==> src/gww_pkg.sv <==
package gww_pkg;

   localparam logic [7:0] CHAR_SPACE = 8'd32;
   localparam logic [7:0] CHAR_NEWLINE = 8'd10;
   localparam logic [7:0] LINE_WIDTH_RESET = 8'd80;

   typedef enum logic [2:0] {
      ST_IDLE,
      ST_PLACE,
      ST_CHARS,
      ST_SPACE,
      ST_FINAL
   } state_type;

   typedef enum logic [1:0] {
      EMIT_CHAR,
      EMIT_SPACE,
      EMIT_NEWLINE
   } emit_sel_type;

   typedef struct packed {
      logic accept;
      logic pos_incr;
      logic emit;
      emit_sel_type emit_sel;
      logic emit_last;
      logic fill_clear;
      logic fill_add;
      logic count_clear;
   } cmd_type;

   typedef struct packed {
      logic is_sep;
      logic count_zero;
      logic overflow;
      logic fill_zero;
      logic pos_last;
      logic eot;
      logic slot_free;
   } status_type;

endpackage

==> src/gww_datapath.sv <==
module gww_datapath #(
   parameter int MAX_WORD = 32
) (
   input  logic clock,
   input  logic reset,
   input  logic csr_wr_en,
   input  logic [7:0] csr_wr_data,
   input  logic [7:0] req_tdata,
   input  logic req_tlast,
   input  gww_pkg::cmd_type cmd,
   output gww_pkg::status_type status,
   output logic rsp_tvalid,
   input  logic rsp_tready,
   output logic [7:0] rsp_tdata,
   output logic rsp_tlast
);
   import gww_pkg::*;

   localparam int AW = (MAX_WORD > 1) ? $clog2(MAX_WORD) : 1;
   localparam int CW = $clog2(MAX_WORD + 1);

   logic [7:0] word_mem [MAX_WORD];
   logic [7:0] mem_q_ff;

   logic [7:0] line_width_ff;
   logic [CW-1:0] count_ff, count_in;
   logic [7:0] fill_ff, fill_in;
   logic [AW-1:0] pos_ff, pos_in;
   logic eot_ff, eot_in;
   logic out_valid_ff, out_valid_in;
   logic [7:0] out_char_ff, out_char_in;
   logic out_last_ff, out_last_in;

   logic is_sep, room, wr_en;
   logic [8:0] need;

   assign is_sep = (req_tdata == CHAR_SPACE) || (req_tdata == CHAR_NEWLINE);
   assign room = count_ff < CW'(MAX_WORD);
   assign wr_en = cmd.accept && !is_sep && room;
   // Line length after this word and its trailing space.
   assign need = {1'b0, fill_ff} + 9'(count_ff) + 9'd1;

   always_comb begin
      status.is_sep = is_sep;
      status.count_zero = (count_ff == '0);
      status.overflow = (need >= {1'b0, line_width_ff});
      status.fill_zero = (fill_ff == '0);
      status.pos_last = ((CW'(pos_ff) + CW'(1)) == count_ff);
      status.eot = eot_ff;
      status.slot_free = !out_valid_ff || rsp_tready;
   end

   always_comb begin
      count_in = count_ff;
      if (cmd.count_clear) begin
         count_in = '0;
      end else if (wr_en) begin
         count_in = count_ff + CW'(1);
      end
   end

   always_comb begin
      fill_in = fill_ff;
      if (cmd.fill_clear) begin
         fill_in = '0;
      end else if (cmd.fill_add) begin
         fill_in = need[7:0];
      end
   end

   always_comb begin
      pos_in = pos_ff;
      if (cmd.accept) begin
         pos_in = '0;
      end else if (cmd.pos_incr) begin
         pos_in = pos_ff + AW'(1);
      end
   end

   assign eot_in = cmd.accept ? req_tlast : eot_ff;

   always_comb begin
      out_valid_in = out_valid_ff && !rsp_tready;
      out_char_in = out_char_ff;
      out_last_in = out_last_ff;
      if (cmd.emit) begin
         out_valid_in = 1'b1;
         out_last_in = cmd.emit_last;
         unique case (cmd.emit_sel)
            EMIT_CHAR: out_char_in = mem_q_ff;
            EMIT_SPACE: out_char_in = CHAR_SPACE;
            EMIT_NEWLINE: out_char_in = CHAR_NEWLINE;
            default: out_char_in = CHAR_NEWLINE;
         endcase
      end
   end

   // The read address follows the next position, so the registered read
   // data always holds the entry at the current position.
   always_ff @(posedge clock) begin
      if (wr_en) begin
         word_mem[count_ff[AW-1:0]] <= req_tdata;
      end
      mem_q_ff <= word_mem[pos_in];
   end

   always_ff @(posedge clock) begin
      if (reset) begin
         line_width_ff <= LINE_WIDTH_RESET;
         count_ff <= '0;
         fill_ff <= '0;
         pos_ff <= '0;
         eot_ff <= 1'b0;
         out_valid_ff <= 1'b0;
      end else begin
         if (csr_wr_en) begin
            line_width_ff <= csr_wr_data;
         end
         count_ff <= count_in;
         fill_ff <= fill_in;
         pos_ff <= pos_in;
         eot_ff <= eot_in;
         out_valid_ff <= out_valid_in;
      end
   end

   always_ff @(posedge clock) begin
      out_char_ff <= out_char_in;
      out_last_ff <= out_last_in;
   end

   assign rsp_tvalid = out_valid_ff;
   assign rsp_tdata = out_char_ff;
   assign rsp_tlast = out_last_ff;

endmodule

==> src/gww_ctrl.sv <==
module gww_ctrl (
   input  logic clock,
   input  logic reset,
   input  logic req_tvalid,
   input  logic req_tlast,
   output logic req_tready,
   input  gww_pkg::status_type status,
   output gww_pkg::cmd_type cmd
);
   import gww_pkg::*;

   state_type state_ff, state_in;

   always_comb begin
      state_in = state_ff;
      unique case (state_ff)
         ST_IDLE: begin
            if (req_tvalid) begin
               if (status.is_sep) begin
                  if (!status.count_zero) begin
                     state_in = ST_PLACE;
                  end else if (req_tlast) begin
                     state_in = ST_FINAL;
                  end
               end else if (req_tlast) begin
                  state_in = ST_PLACE;
               end
            end
         end
         ST_PLACE: begin
            if (!(status.overflow && !status.fill_zero) || status.slot_free) begin
               state_in = ST_CHARS;
            end
         end
         ST_CHARS: begin
            if (status.slot_free && status.pos_last) begin
               state_in = ST_SPACE;
            end
         end
         ST_SPACE: begin
            if (status.slot_free) begin
               state_in = status.eot ? ST_FINAL : ST_IDLE;
            end
         end
         ST_FINAL: begin
            if (status.slot_free) begin
               state_in = ST_IDLE;
            end
         end
         default: state_in = ST_IDLE;
      endcase
   end

   always_comb begin
      cmd = '0;
      cmd.emit_sel = EMIT_CHAR;
      req_tready = 1'b0;
      unique case (state_ff)
         ST_IDLE: begin
            req_tready = 1'b1;
            cmd.accept = req_tvalid;
         end
         ST_PLACE: begin
            // A word that does not fit starts a fresh line; the newline is
            // needed only when the current line already holds something.
            if (status.overflow) begin
               if (status.fill_zero) begin
                  cmd.fill_clear = 1'b1;
               end else if (status.slot_free) begin
                  cmd.fill_clear = 1'b1;
                  cmd.emit = 1'b1;
                  cmd.emit_sel = EMIT_NEWLINE;
               end
            end
         end
         ST_CHARS: begin
            if (status.slot_free) begin
               cmd.emit = 1'b1;
               cmd.pos_incr = 1'b1;
            end
         end
         ST_SPACE: begin
            if (status.slot_free) begin
               cmd.emit = 1'b1;
               cmd.emit_sel = EMIT_SPACE;
               cmd.fill_add = 1'b1;
               cmd.count_clear = 1'b1;
            end
         end
         ST_FINAL: begin
            if (status.slot_free) begin
               cmd.emit = 1'b1;
               cmd.emit_sel = EMIT_NEWLINE;
               cmd.emit_last = 1'b1;
               cmd.fill_clear = 1'b1;
               cmd.count_clear = 1'b1;
            end
         end
         default: begin
            req_tready = 1'b0;
         end
      endcase
   end

   always_ff @(posedge clock) begin
      if (reset) begin
         state_ff <= ST_IDLE;
      end else begin
         state_ff <= state_in;
      end
   end

endmodule

==> src/greedy_word_wrap_unit.sv <==
// Greedy word wrap. Text bytes enter on the req_ channel, one byte per
// request, with req_tlast on the final byte of a text. Wrapped text leaves
// on the rsp_ channel, one byte per transfer, with rsp_tlast on the newline
// that closes the text. The line width is written through csr_wr_en and
// csr_wr_data; the user must write it only while the block is idle, as the
// block does not enforce this. Reset sets it to 80. A byte that extends
// the current word is taken and makes no output. A separator or final
// byte that closes a word is taken, the fit is checked (and a newline sent
// if needed), the word is streamed out of its buffer memory, and the
// trailing space follows; the final newline comes last. The single read
// port of the word memory sets the pace of one output byte per cycle
// while the receiver is ready. A leading newline leaves from the fit
// check, else the first word byte from the state after it.
// Reset empties the word buffer and the line, and drops any pending output.
// When the receiver stalls, the output register holds its byte and the
// controller waits; new requests are taken only once a word is fully sent.
module greedy_word_wrap_unit #(
   parameter int MAX_WORD = 32
) (
   input  logic clock,
   input  logic reset,
   input  logic csr_wr_en,
   input  logic [7:0] csr_wr_data,
   input  logic req_tvalid,
   output logic req_tready,
   input  logic [7:0] req_tdata,   // [7:0] in_char
   input  logic req_tlast,
   output logic rsp_tvalid,
   input  logic rsp_tready,
   output logic [7:0] rsp_tdata,   // [7:0] out_char
   output logic rsp_tlast
);
   import gww_pkg::*;

   cmd_type cmd;
   status_type status;

   gww_ctrl u_ctrl (
      .clock(clock),
      .reset(reset),
      .req_tvalid(req_tvalid),
      .req_tlast(req_tlast),
      .req_tready(req_tready),
      .status(status),
      .cmd(cmd)
   );

   gww_datapath #(
      .MAX_WORD(MAX_WORD)
   ) u_datapath (
      .clock(clock),
      .reset(reset),
      .csr_wr_en(csr_wr_en),
      .csr_wr_data(csr_wr_data),
      .req_tdata(req_tdata),
      .req_tlast(req_tlast),
      .cmd(cmd),
      .status(status),
      .rsp_tvalid(rsp_tvalid),
      .rsp_tready(rsp_tready),
      .rsp_tdata(rsp_tdata),
      .rsp_tlast(rsp_tlast)
   );

endmodule

==> config.mk <==
export PLATFORM = sky130hd
export DESIGN_NAME = greedy_word_wrap_unit
export DESIGN_NICKNAME = d
export VERILOG_FILES = /design/src/gww_pkg.sv /design/src/gww_datapath.sv /design/src/gww_ctrl.sv /design/src/greedy_word_wrap_unit.sv
export SDC_FILE = /design/constraint.sdc
export NUM_CORES = 1
export LEC_CHECK = 0
export BUFFER_PORTS_ARGS = -buffer_cell sky130_fd_sc_hd__buf_2
export CAP_MARGIN = 20
export CORE_AREA = 2 2 156 158
export CTS_CLUSTER_SIZE = 12
export DETAILED_ROUTE_END_ITERATION = 10
export DIE_AREA = 0 0 158 160
export GPL_TIMING_DRIVEN = 0
export PLACE_DENSITY = 0.75
export SKIP_CTS_REPAIR_TIMING = 1
export SYNTH_ARGS = -nofsm -noshare
export SYNTH_HDL_FRONTEND = slang
export SYNTH_SLANG_ARGS = --single-unit
export TNS_END_PERCENT = 50
==> constraint.sdc <==
create_clock -name clock -period 3.7 [get_ports clock]
set_input_delay 0.555 -clock clock [delete_from_list [all_inputs] [get_ports clock]]
set_output_delay 0.555 -clock clock [all_outputs]
set_load 0.02 [all_outputs]
; ---- Word level (Yosys, flattened, before mapping)
; Memories as Yosys holds them, arrays and structs flattened. A register that Yosys moved wholly into a read port is not among the register bits.
; Cells that the tools add are included.
[word_totals]
register_bits = 41
ramBits = 256
in_bits = 22
output_inout_bits = 11
elab_cells = 86
memories = 1
[mem_list]
columns = name, words, width, read_ports, rd_clocked_by_memory_dff, write_ports, line
row1 = u_datapath.word_mem, 32, 8, 1, 1, 1, gww_datapath.sv:22  ; logic [7:0] word_mem [MAX_WORD];
[classes]
addsub = 5
n_lt_le_gt_ge = 2
n_eq_ne = 15
n_mux = 34
n_reduce_logical = 20
[ops]
columns = op, n
row1 = $mux W3, 14
row2 = $pmux W8 S2, 1
row3 = $mux W5, 3
row4 = $pmux W3 S5, 1
row5 = $mux W1, 10
row6 = $add A8 B6 Y9, 1
row7 = $add A9 B1 Y9 const B, 1
row8 = $ge A9 B8 Y1, 1
row9 = $eq A8 B4 Y1 const B, 1
row10 = $eq A8 B6 Y1 const B, 1
row11 = $logic_not A8 Y1, 1
row12 = $ne A2 B1 Y1 const B, 4
row13 = $reduce_and A7 Y1, 1
row14 = $add A5 B1 Y6 const B, 1
row15 = $add A6 B1 Y6 const B, 1
row16 = $eq A3 B2 Y1 const B, 2
row17 = $eq A6 B6 Y1, 1
row18 = $logic_not A6 Y1, 1
row19 = $lt A6 B6 Y1 const B, 1
row20 = $pmux W2 S3, 1
row21 = $add A5 B1 Y5 const B, 1
row22 = $logic_and A1 B1 Y1, 5
row23 = $logic_not A1 Y1, 5
row24 = $pmux W1 S2, 2
row25 = 12 further kinds, 15

; ---- Depth between registers and ports, before layout
[depth]
depth_word = 8
depth_mapped = 15

; ---- By module
; From an unflattened synthesis, not the netlist that was laid out.
[unflattened]
hier_cells = 1106
area_unflattened_um2 = 13729.4
[modules_own_cells]
columns = mod, instances, cells_per_inst, area_per_inst_um2
row1 = gww_datapath, 1, 1052, 13380.3
row2 = gww_ctrl, 1, 54, 349.1

; ---- Worst setup path before layout
; Ideal clock, no wire load.
[synth_timing]
path_kind = register to register
from = register u_datapath.count_ff[0]
to = register u_datapath.out_char_ff[0], in the netlist u_datapath.rsp_tdata[0], enable pin
setup_time_ps = 309
arrival_time_ps = 3428
required_time_ps = 3391
slack_ps = -37
path_stages_with_launch = 15
path_cell_list = dfxtp_1 > inv_1 > ha_1 > fa_1 > nor2b_1 > o31ai_1 > a21oi_1 > xor2_1 > ha_1 > o21a_1 > o21ai_0 > o22ai_1 > a2111oi_0 > o31a_1 > a21oi_1
[synth_rtl]
columns = element, line
row1 = start: declaration, gww_datapath.sv:26  ; logic [CW-1:0] count_ff, count_in;
row2 = start signal: assignment, gww_datapath.sv:119  ; count_ff <= count_in;
row3 = end signal: assignment, gww_datapath.sv:128  ; out_char_ff <= out_char_in;
row4 = end: declaration, gww_datapath.sv:31  ; logic [7:0] out_char_ff, out_char_in;

; ---- Worst setup path in the final report
[layout_timing]
from = register u_ctrl.state_ff[2]
to = register u_datapath.mem_q_ff[2] (read register of u_datapath.word_mem)
[layout_via]
elab_chain_cells = 4
[layout_lines]
columns = element, line
row1 = start: declaration, gww_ctrl.sv:12  ; state_type state_ff, state_in;
row2 = start signal: assignment, gww_ctrl.sv:109  ; state_ff <= state_in;
row3 = $eq A3 B2 Y1, gww_ctrl.sv:58  ; unique case (state_ff)
row4 = $mux W1, gww_ctrl.sv:58
row5 = $mux W5, gww_datapath.sv:75  ; end else if (cmd.pos_incr) begin
row6 = $mux W5 *, gww_datapath.sv:73  ; if (cmd.accept) begin
row7 = end: declaration, gww_datapath.sv:23  ; logic [7:0] mem_q_ff;
; Mark *: on every way between the ends. The rest lies on a longest branch, timed or not.
; A chain may end at the register's enable or synchronous reset.

==> results.sh <==
export IMPL_power_frac_comb=0.143
export IMPL_fp_dieW_um=158
export IMPL_dpl_cell_area_mm2=0.0136
export IMPL_fin_crit_sh=0.965
export IMPL_worst_pin_slew_ns=1.10
export IMPL_synth_seq_cells=305
export IMPL_synthTopCellsByCount="265 x edfxtp_1, 241 x nand2_1, 88 x nand3_1"
export IMPL_grt_max_degree=35
export IMPL_track_usage=0.251
export IMPL_synth_nets=1112
export IMPL_grt_pass1_wl_mm=48.2
export IMPL_setup_viol=0
export IMPL_p_leak_nw=4.95
export IMPL_drive_above_1_share=0.120
export IMPL_num_rows=57
export IMPL_ys_warn_count=0
export IMPL_synth_edf_count=265
export IMPL_power_mw=7.92
export IMPL_drtPass1Iterations=5
export IMPL_p_clk_frac=0.353
export IMPL_grt_overflow=0
export IMPL_synthDistinctLibCells=69
export IMPL_io_pins=33
export IMPL_synth_area_mm2=0.0131
export IMPL_post_route_min_period_ns=3.57
export IMPL_power_switching_mw=2.07
export IMPL_area_delta_synth_final_pct=12.1
export IMPL_fin_skew_ns=0.00559
export IMPL_portBuffers=30
export IMPL_hold_viol_final=0
export IMPL_swShare=0.261
export IMPL_outcome="complete, no violations"
export IMPL_coreArea_mm2=0.0238
export IMPL_cts_buffers_inserted=31
export IMPL_ant_nets=0
export IMPL_avgSynthCellArea_um2=12.2
export IMPL_fin_area_mm2=0.0147
export IMPL_cp_required_ns=4.09
export IMPL_dieArea_mm2=0.0253
export IMPL_gp_congestion=0.904
export IMPL_vdd_drop_max_uv=397
export IMPL_arrival_ns=3.96
export IMPL_cp_start_kind="flop"
export IMPL_grt_pass1_vias=8684
export IMPL_stdcell_count=1485
export IMPL_synthTopCellsByArea="edfxtp_1 61%, nand2_1 6.9%, dfxtp_1 6.1%, nand3_1 3.4%, nor2_1 2.0%"
export IMPL_cts_max_level=1
export IMPL_setup_ws_ns=0.130
export IMPL_drt_iter0_drc=893
export IMPL_cts_tree="built"
export IMPL_n_antenna_cell=0
export IMPL_power_density_mw_per_mm2=540
export IMPL_clk_pin_slew_ns=0.06
export IMPL_place_ws_ns=-0.580
export IMPL_post_synth_top_count_cell="edfxtp_1"
export IMPL_p_seq_frac=0.503
export IMPL_finalNetCount=1182
export IMPL_dp_hpwl_mm=21.3
export IMPL_antenna_found_initial=0
export IMPL_slew_headroom=0.260
export IMPL_vias_per_cell=5.97
export IMPL_vias=8871
export IMPL_yosysTopAreaCell="edfxtp_1"
export IMPL_drc_errors=0
export IMPL_placed_cells=1425
export IMPL_ctsRootBufferMaster="clkbuf_16"
export IMPL_clock_path_buffers=3
export IMPL_synth_top_area_frac=0.608
export IMPL_clk_latency_ns=0.56
export IMPL_routedWlPerCell_um=21.2
export IMPL_maxSlewViolCount=0
export IMPL_die_h_um=160
export IMPL_start_util=0.549
export IMPL_fmax_mhz=280
export IMPL_netlist_instances=1070
export IMPL_cp_end_kind="flop"
export IMPL_internal_power_mw=5.86
export IMPL_cap_violations=0
export IMPL_ys_flop_type="edfxtp_1"
export IMPL_holdCritPathClass="input port to flop"
export IMPL_drt_total_wl_mm=31.5
export IMPL_async_reset_ff_frac=0
export IMPL_clock_sinks=305
export IMPL_yosysSeqAreaShare=0.669
export IMPL_crit_path_max_fanout=10
export IMPL_path_class="flop to flop"
[flip-flops by register name (all words and copies together) (netlist names)]
signal and count:
u_datapath.word_mem 256, u_datapath.fill_ff 8, u_datapath.line_width_ff 8, u_datapath.mem_q_ff 8, u_datapath.rsp_tdata 8, u_datapath.count_ff 6, u_datapath.pos_ff 5, u_ctrl.state_ff 3
u_datapath.eot_ff 1, u_datapath.rsp_tlast 1, u_datapath.rsp_tvalid 1
[through the flow]
| step | utilization | setup TNS, ns | hold WS (ns) |
|---|---|---|---|
| floorplan | - | 0 | 0.437 |
| global placement | 0.573 | -13.80 | 0.444 |
| detailed placement | 0.573 | -18.97 | 0.453 |
| CTS | 0.610 | -13.37 | 0.213 |
| finish | 0.616 | 0 | 0.223 |
| global route | 0.616 | -0.0768 | 0.229 |
[routing by layer]
layer,GRT usage,part of all wire,vias to the layer above
li1,-,-,4096
met1,0.350,0.42,4326
met2,0.409,0.48,371
met3,0.0372,0.066,78
met4,0.0799,0.033,0
met5,0,0,-
[worst paths after layout]
check                      from                     endpoint  slack, ns  depth (start not counted)
max          u_ctrl.state_ff[2]       u_datapath.mem_q_ff[2]       0.13                         11
min              csr_wr_data[4]  u_datapath.line_width_ff[4]       0.22                          3
max reg2reg  u_ctrl.state_ff[2]       u_datapath.mem_q_ff[2]       0.13                         11
min reg2reg   u_datapath.eot_ff            u_datapath.eot_ff       0.48                          2
[worst max-delay path, stage by stage, from the launching register on]
cell	delay, ns
dfxtp_1	0.30
buf_2	0.18
nor3b_2	0.32
nand3_1	0.36
nand2_1	0.17
buf_2	0.25
buf_6	0.22
clkbuf_1	0.46
nand2_1	0.11
a32oi_1	0.25
o21ai_0	0.27
nor4_1	0.52
[power by group through the flow]
stage          clock, mW  combinational [mW]  sequential [mW]
6_report            2.80                1.13             3.99
5_1_grt             2.94                1.24             4.00
3_3_place_gp           0                1.05             4.05
4_1_cts             2.82                1.08             3.99
3_5_place_dp           0                1.08             4.06
2_1_floorplan          0               0.649             4.07
[cell type report]
cell class              count  area, um2
fillers                  1889       9160
flip-flops and latches    305       8760
multi-input cells         696       4060
clock inverters             9       43.8
well taps                 324        405
inverters                  15       56.3
repair buffers             36        190
clock buffers              45        848
plain buffers              55        302
[cell usage in the layout (no fill, tap or decap), types with 4 or more instances in the layout]
master and count:
edfxtp_1 265, nand2_1 241, nand3_1 88, nor2_1 70, clkbuf_1 43, nand4_1 41, buf_2 39, dfxtp_1 38
clkbuf_16 31, mux2i_1 22, and3_1 19, ha_1 18, inv_1 15, a21oi_1 15, a2111oi_0 15, o21ai_0 10
and2_1 10, nor3_1 9, nor4_2 8, a32oi_1 8, xor2_1 7, a211oi_1 7, buf_4 7, buf_6 7
o21ai_1 7, xnor2_1 6, or3_1 6, o21a_1 5, nand3b_1 5, nor3_2 5, or4_1 4, a21o_1 4
nor4_1 4, a31oi_1 4, clkinv_1 4, clkinv_2 4
[cell families after synthesis]
group                      count (synthesis)  synth area share
DFF                                      305             0.669
adders and majority gates                 20            0.0197
xor gates and xnor gates                  13           0.00870
muxes                                     26            0.0207
and+or+nand+nor                          535             0.198
buffers and inverters                     70            0.0273
AOI/OAI and AO/OA                        101            0.0562
No activity file was read; power rests on OpenSTA's default activity.
